### src/hw/rtl/oqrbv_pkg.sv
`default_nettype none

package oqrbv_pkg;

  localparam int DEPTH_DEF = 16;
  localparam int VAL_W     = 32;

  typedef enum logic [1:0] {
    CMD_INSERT = 2'd0,
    CMD_REMOVE = 2'd1,
    CMD_DUMP   = 2'd2,
    CMD_NOP    = 2'd3
  } cmd_t;

  typedef enum logic [1:0] {
    ST_OK       = 2'd0,
    ST_FULL     = 2'd1,
    ST_NOTFOUND = 2'd2,
    ST_EMPTY    = 2'd3
  } status_t;

  typedef enum logic {
    FSM_IDLE,
    FSM_DUMP
  } fsm_t;

  // Per-cycle operation broadcast to every cell of the chain.
  typedef struct packed {
    logic ins;
    logic rem;
    logic rot;
  } cell_ctl_t;

endpackage

`default_nettype wire

### src/hw/rtl/oqrbv_cell.sv
`default_nettype none

module oqrbv_cell #(
  parameter int DEPTH = oqrbv_pkg::DEPTH_DEF,
  parameter int IDX   = 0,
  localparam int CW   = $clog2(DEPTH + 1)
) (
  input  wire logic                           clk,
  input  wire oqrbv_pkg::cell_ctl_t           ctl,
  input  wire logic [CW-1:0]                  count,
  input  wire logic [oqrbv_pkg::VAL_W-1:0]    key,
  input  wire logic [oqrbv_pkg::VAL_W-1:0]    head_data,
  input  wire logic [oqrbv_pkg::VAL_W-1:0]    right_data,
  input  wire logic                           match_in,
  output logic      [oqrbv_pkg::VAL_W-1:0]    data_out,
  output logic                                match_out
);

  logic [oqrbv_pkg::VAL_W-1:0] data_r;
  logic [oqrbv_pkg::VAL_W-1:0] data_nxt;
  logic                        occupied;
  logic                        own_match;

  assign occupied  = count > CW'(IDX);
  assign own_match = occupied && (data_r == key);
  // Once a match is seen at or ahead of this cell, this cell pulls from its right.
  assign match_out = match_in || own_match;
  assign data_out  = data_r;

  always_comb begin
    data_nxt = data_r;
    if (ctl.ins && (count == CW'(IDX))) begin
      data_nxt = key;
    end else if (ctl.rem && match_out) begin
      data_nxt = right_data;
    end else if (ctl.rot) begin
      // The tail cell takes the head so the contents rotate within the occupied part.
      data_nxt = (count == CW'(IDX + 1)) ? head_data : right_data;
    end
  end

  always_ff @(posedge clk) begin
    data_r <= data_nxt;
  end

endmodule

`default_nettype wire

### src/hw/rtl/ordered_queue_remove_by_value.sv
// Ordered queue of signed 32-bit values with insert, remove-by-value and dump.
// Input channel: in_tuser carries the command (insert, remove, dump), in_tdata the
// value. Result channel: out_tuser carries status and entry_valid, out_tdata the
// entry and the occupancy after the command, out_tlast marks the final result.
// The entries sit in a chain of cells; every cell compares its value with the key
// in the same cycle and the cells behind the first match shift one place forward.
// Insert, remove and unused commands each give one registered result transfer
// in the cycle after acceptance; a new command is taken once that result is taken.
// A dump of N entries enters the dump state and rotates the chain once per cycle
// while the output is free, giving N results; no command is taken meanwhile.
// A dump of an empty queue gives a single result with status empty.
// Reset empties the queue and drops any pending result; entry storage is not
// cleared. When the receiver stalls, the result is held in the output register and
// in_tready stays low until it is taken, so nothing is lost or repeated.
`default_nettype none

module ordered_queue_remove_by_value #(
  parameter int DEPTH  = oqrbv_pkg::DEPTH_DEF,
  localparam int CW    = $clog2(DEPTH + 1),
  localparam int OUT_W = ((oqrbv_pkg::VAL_W + CW + 7) / 8) * 8
) (
  input  wire logic                          clk,
  input  wire logic                          rst_n,
  input  wire logic                          in_tvalid,
  output logic                               in_tready,
  input  wire logic [oqrbv_pkg::VAL_W-1:0]   in_tdata,   // [31:0] value
  input  wire logic [1:0]                    in_tuser,   // [1:0] cmd
  output logic                               out_tvalid,
  input  wire logic                          out_tready,
  output logic      [OUT_W-1:0]              out_tdata,  // [31:0] entry, then occupancy
  output logic      [2:0]                    out_tuser,  // [1:0] status, [2] entry_valid
  output logic                               out_tlast
);

  localparam int PAD_W = OUT_W - oqrbv_pkg::VAL_W - CW;

  oqrbv_pkg::fsm_t      state_r, state_nxt;
  logic [CW-1:0]        count_r, count_nxt;
  logic [CW-1:0]        idx_r, idx_nxt;
  logic                 out_valid_r, out_valid_nxt;
  oqrbv_pkg::status_t   status_r, status_nxt;
  logic [oqrbv_pkg::VAL_W-1:0] entry_r, entry_nxt;
  logic                 ev_r, ev_nxt;
  logic                 last_r, last_nxt;
  logic [CW-1:0]        occ_r, occ_nxt;

  oqrbv_pkg::cell_ctl_t ctl;
  oqrbv_pkg::cmd_t      cmd;
  logic                 out_free;
  logic                 acc;
  logic                 full;
  logic                 found;
  logic                 dump_last;

  logic [oqrbv_pkg::VAL_W-1:0] cell_data [DEPTH];
  logic                        cell_match [DEPTH];

  assign cmd       = oqrbv_pkg::cmd_t'(in_tuser);
  assign out_free  = !out_valid_r || out_tready;
  assign in_tready = (state_r == oqrbv_pkg::FSM_IDLE) && out_free;
  assign acc       = in_tvalid && in_tready;
  assign full      = count_r == CW'(DEPTH);
  assign found     = cell_match[DEPTH-1];
  assign dump_last = idx_r == (count_r - CW'(1));

  assign ctl.ins = acc && (cmd == oqrbv_pkg::CMD_INSERT) && !full;
  assign ctl.rem = acc && (cmd == oqrbv_pkg::CMD_REMOVE);
  assign ctl.rot = (state_r == oqrbv_pkg::FSM_DUMP) && out_free;

  for (genvar i = 0; i < DEPTH; i++) begin : g_cell
    logic [oqrbv_pkg::VAL_W-1:0] right;
    logic                        m_in;
    if (i == DEPTH - 1) begin : g_end
      assign right = cell_data[i];
    end else begin : g_mid
      assign right = cell_data[i+1];
    end
    if (i == 0) begin : g_head
      assign m_in = 1'b0;
    end else begin : g_body
      assign m_in = cell_match[i-1];
    end
    oqrbv_cell #(
      .DEPTH (DEPTH),
      .IDX   (i)
    ) u_cell (
      .clk        (clk),
      .ctl        (ctl),
      .count      (count_r),
      .key        (in_tdata),
      .head_data  (cell_data[0]),
      .right_data (right),
      .match_in   (m_in),
      .data_out   (cell_data[i]),
      .match_out  (cell_match[i])
    );
  end

  always_comb begin
    state_nxt     = state_r;
    count_nxt     = count_r;
    idx_nxt       = idx_r;
    out_valid_nxt = out_valid_r && !out_tready;
    status_nxt    = status_r;
    entry_nxt     = entry_r;
    ev_nxt        = ev_r;
    last_nxt      = last_r;
    occ_nxt       = occ_r;

    if (acc) begin
      status_nxt = oqrbv_pkg::ST_OK;
      entry_nxt  = '0;
      ev_nxt     = 1'b0;
      last_nxt   = 1'b1;
      case (cmd)
        oqrbv_pkg::CMD_INSERT: begin
          if (full) begin
            status_nxt = oqrbv_pkg::ST_FULL;
          end else begin
            count_nxt = count_r + CW'(1);
          end
        end
        oqrbv_pkg::CMD_REMOVE: begin
          if (found) begin
            count_nxt = count_r - CW'(1);
          end else begin
            status_nxt = oqrbv_pkg::ST_NOTFOUND;
          end
        end
        oqrbv_pkg::CMD_DUMP: begin
          if (count_r == '0) begin
            status_nxt = oqrbv_pkg::ST_EMPTY;
          end
        end
        default: begin
        end
      endcase
      occ_nxt = count_nxt;
      if ((cmd == oqrbv_pkg::CMD_DUMP) && (count_r != '0)) begin
        state_nxt = oqrbv_pkg::FSM_DUMP;
        idx_nxt   = '0;
      end else begin
        out_valid_nxt = 1'b1;
      end
    end else if (ctl.rot) begin
      // The head cell always holds the next entry to send while the chain rotates.
      out_valid_nxt = 1'b1;
      status_nxt    = oqrbv_pkg::ST_OK;
      entry_nxt     = cell_data[0];
      ev_nxt        = 1'b1;
      last_nxt      = dump_last;
      occ_nxt       = count_r;
      idx_nxt       = idx_r + CW'(1);
      if (dump_last) begin
        state_nxt = oqrbv_pkg::FSM_IDLE;
      end
    end
  end

  always_ff @(posedge clk) begin
    if (!rst_n) begin
      state_r     <= oqrbv_pkg::FSM_IDLE;
      count_r     <= '0;
      idx_r       <= '0;
      out_valid_r <= 1'b0;
    end else begin
      state_r     <= state_nxt;
      count_r     <= count_nxt;
      idx_r       <= idx_nxt;
      out_valid_r <= out_valid_nxt;
    end
  end

  always_ff @(posedge clk) begin
    status_r <= status_nxt;
    entry_r  <= entry_nxt;
    ev_r     <= ev_nxt;
    last_r   <= last_nxt;
    occ_r    <= occ_nxt;
  end

  assign out_tvalid = out_valid_r;
  assign out_tdata  = {{PAD_W{1'b0}}, occ_r, entry_r};
  assign out_tuser  = {ev_r, status_r};
  assign out_tlast  = last_r;

endmodule

`default_nettype wire

### config.mk
export PLATFORM = sky130hd
export DESIGN_NAME = ordered_queue_remove_by_value
export DESIGN_NICKNAME = d
export VERILOG_FILES = /design/src/hw/rtl/oqrbv_pkg.sv /design/src/hw/rtl/oqrbv_cell.sv /design/src/hw/rtl/ordered_queue_remove_by_value.sv
export SDC_FILE = /design/constraint.sdc
export NUM_CORES = 2
export LEC_CHECK = 0
export BUFFER_PORTS_ARGS = -buffer_cell sky130_fd_sc_hd__buf_2
export CAP_MARGIN = 15
export CORE_UTILIZATION = 25
export DETAILED_ROUTE_END_ITERATION = 10
export PLACE_DENSITY = 0.5
export SYNTH_ARGS = -nofsm -noshare
export SYNTH_HDL_FRONTEND = slang
export SYNTH_SLANG_ARGS = --single-unit
### constraint.sdc
create_clock -name clk -period 15.6 [get_ports clk]
set_input_delay 0.78 -clock clk [delete_from_list [all_inputs] [get_ports clk]]
set_output_delay 0.78 -clock clk [all_outputs]
set_load 0.05 [all_outputs]
==> run_results.csv <==
group,metric,value,unit
outcome,status,"completed",
floorplan,row_count,141,
timing,finalSetupViolations,0,
cts,cts_buffer_depth,3,
cts,cts_buffers,69,
floorplan,io-pin-count,84,
routing,via_count,31700,
setup_path,critPathLaunchType,"flip-flop",
power_and_ir_drop,p_per_area,89.6,nW/um2
floorplan,initial_core_util,25.3,%
floorplan,dieWidth,390,um
global_route,grt_usage,21.1,%
placement,hpwl,106000,um
timing,fin_tns_setup,0,ns
global_route,gr-usage-met2,31.3,%
timing,fin_crit,6.43,ns
yosys,ys_types,70,
setup_path,crit_path_end_kind,"flip-flop",
hold_path,hold_path_class,"in2reg",
cts,cts_tree,"built",
layout,stdcell_count,5813,
timing,fin_crit_sh,41.2,%
yosys,synth_area_leader_cell,"edfxtp_1",
yosys,syn_avg_cell_area,9.61,um2
timing,worst_pin_slew,1.40,ns
global_route,grt.busiest_layer,"met2",
setup_path,crit_path_max_incr_delay,0.96,ns
yosys,synth.area.top_cells,"edfxtp_1 (41%), mux2i_1 (8.6%), xor2_1 (6.1%), xnor2_1 (6.1%), a21oi_1 (5.9%)",
setup_path,critical_path_class,"reg2reg",
yosys,syn_area,37600,um2
global_route,overflow,0,
layout,nets,3800,
routing,wl_per_cell,28.4,um
global_route,grt_pass1_wl,230000,um
timing,max_freq,0.156,GHz
timing,rsz0062_at_grt,"no",
yosys,async_reset_ff_share,0,%
power_and_ir_drop,p_leak,15.5,nW
cts,clk-insertion-delay-late,0.64,ns
timing,relSlewSlack,6.12,%
cts,clock-root-buffer,"clkbuf_16",
placement,io_buffers,80,
floorplan,die_h,390,um
setup_path,cp.arrival,6.70,ns
yosys,synth_top_flop_cell,"edfxtp_1",
yosys,yosysWarnings,0,
power_and_ir_drop,p_total,3.78,mW
global_route,antenna_found_initial,4,
routing,drc,0,
run,cap_violations,0,
layout,area_growth,12.4,%
global_route,grt_use_met3,3.97,%
routing,firstDrtPassIters,6,
global_route,grt_pass1_vias,29100,
global_route,grt_max_degree,69,
timing,hold_viol_final,0,
yosys,synth-seq-cells,565,
setup_path,cp_max_fo,65,
cts,holdBufCountCts,0,
routing,vias_per_cell,5.45,
setup_path,slowest_stage,"o21ai_0",
placement,gp_congestion,0.956,
power_and_ir_drop,peakVddDrop,0.0801,mV
yosys,ys_seq_area_share,43.9,%
yosys,syn_inst,3907,
cts,cts.clk_slew.worst_paths,0.06,ns
floorplan,coreArea,148000,um2
cts,h-tree-depth,3,
routing,ant_nets,0,
routing,detail_route.wirelength,165000,um
yosys,synth_edf_count,519,
cts,clkSinkCount,565,
cts,cts-resized-gates,0,
yosys,yosysMostFrequentCell,"nor2_1",
setup_path,crit_path_cell_trace,"inv_2 -> ha_1 -> and2_1 -> o21ai_0 -> nand4_1 -> nor3_1 -> a311o_2 -> or3_1 -> or3b_4 -> buf_4 -> a211o_1 -> buf_4",
timing,drv_slew,0,
layout,fillers,15500,
placement,dp.cells,5683,
cts,post_cts_buffers,0,
setup_path,cp.required,15.87,ns
setup_path,crit_top_cell,"buf_4",
global_route,grt.met1_usage,29.3,%
timing,fin_skew,0.0309,ns
routing,drt_iter0_markers,3940,
setup_path,critPathBufInv,3,
yosys,synthTopCellsByCount,"nor2_1 (594), edfxtp_1 (519), a21oi_1 (446)",
floorplan,dieArea,152000,um2
layout,drive_gt1_share,13.1,%
setup_path,crit_family,"compound AO/OA/AOI/OAI gates",
yosys,yosys.area.top_type_share,41.5,%
==> registers in the layout, summed over array words and instances, names as in the netlist <==
name                    cells
out_tvalid                  1
out_tlast                   1
status_r                    2
state_r                     1
idx_r                       5
g_cell.u_cell.data_out    512
entry_r                    32
ev_r                        1
count_r                     5
occ_r                       5
==> cell type report <==
cell class | count | area, um2 | share of cell area (%)
Multi-Input combinational cell | 2893 | 19300 | 45.6
Clock inverter | 30 | 414 | 0.981
Timing Repair Buffer | 217 | 1460 | 3.46
Tap cell | 2002 | 2500 | 5.94
Inverter | 9 | 33.8 | 0.0801
Clock buffer | 94 | 2020 | 4.79
Antenna cell | 3 | 7.51 | 0.0178
Sequential cell | 565 | 16500 | 39.1
==> final timing paths <==
check,from,to,slack (ns),depth (start not counted)
worst max-delay path,count_r[1]$_SDFFE_PN0P_,g_cell[14].u_cell.data_out[23]$_DFFE_PP_,9.17,12
worst max register to register,count_r[1]$_SDFFE_PN0P_,g_cell[14].u_cell.data_out[23]$_DFFE_PP_,9.17,12
worst min register to register,entry_r[9]$_SDFFE_PP0P_,entry_r[9]$_SDFFE_PP0P_,0.45,2
worst min-delay path,in_tvalid,out_tvalid$_SDFF_PN0_,0.45,3
==> worst min-delay path, delay by kind of cell <==
kind,cells,cell delay (ns)
buf+inv,1,0.13
simple gates,1,0.06
compound gates,1,0.06
==> through the flow <==
step | hold slack [ns] | cell area (um2) | utilization [%] | worst slack, ns
2_1_floorplan | 0.423 | 37600 | - | 10.28
3_3_place_gp | 0.429 | 39700 | 26.7 | 9.51
3_5_place_dp | 0.434 | 39700 | 26.8 | 9.41
4_1_cts | 0.422 | 42100 | 28.4 | 9.33
5_1_grt | 0.439 | 42200 | 28.4 | 9.07
6_report | 0.448 | 42200 | 28.4 | 9.17
==> kinds of logic after synthesis <==
group | Yosys count | synth area share (%)
xor+xnor | 525 | 12.2
flops | 565 | 43.9
compound gates | 748 | 12.5
other cells | 1 | 0.00999
fa+ha+maj | 7 | 0.233
mux | 386 | 10.5
buf+inv | 451 | 5.42
simple gates | 1224 | 15.1
==> layout by cell type (no fill, tap or decap), types with 98 or more instances in the layout <==
cell      count
nor2_1      588
edfxtp_1    519
a21oi_1     446
mux2i_1     321
xor2_1      263
xnor2_1     262
nand2_1     148
buf_4       134
nor3_1      113
nor4_1      101
a211oi_1     98
==> metal layers <==
metal	wire length [um]	up-vias	share of wire, %
met2	70100	1977	42
met4	8650	2	5.2
met1	69500	15600	42
li1	-	13800	-
met5	9	-	0.0054
met3	16800	359	10
==> power by group <==
part | switching, mW | internal [mW] | total [mW]
clock network | 0.713 | 1.08 | 1.79
registers | 0.0133 | 1.65 | 1.66
logic | 0.247 | 0.0796 | 0.326
Power figures use the tool's default switching activity.
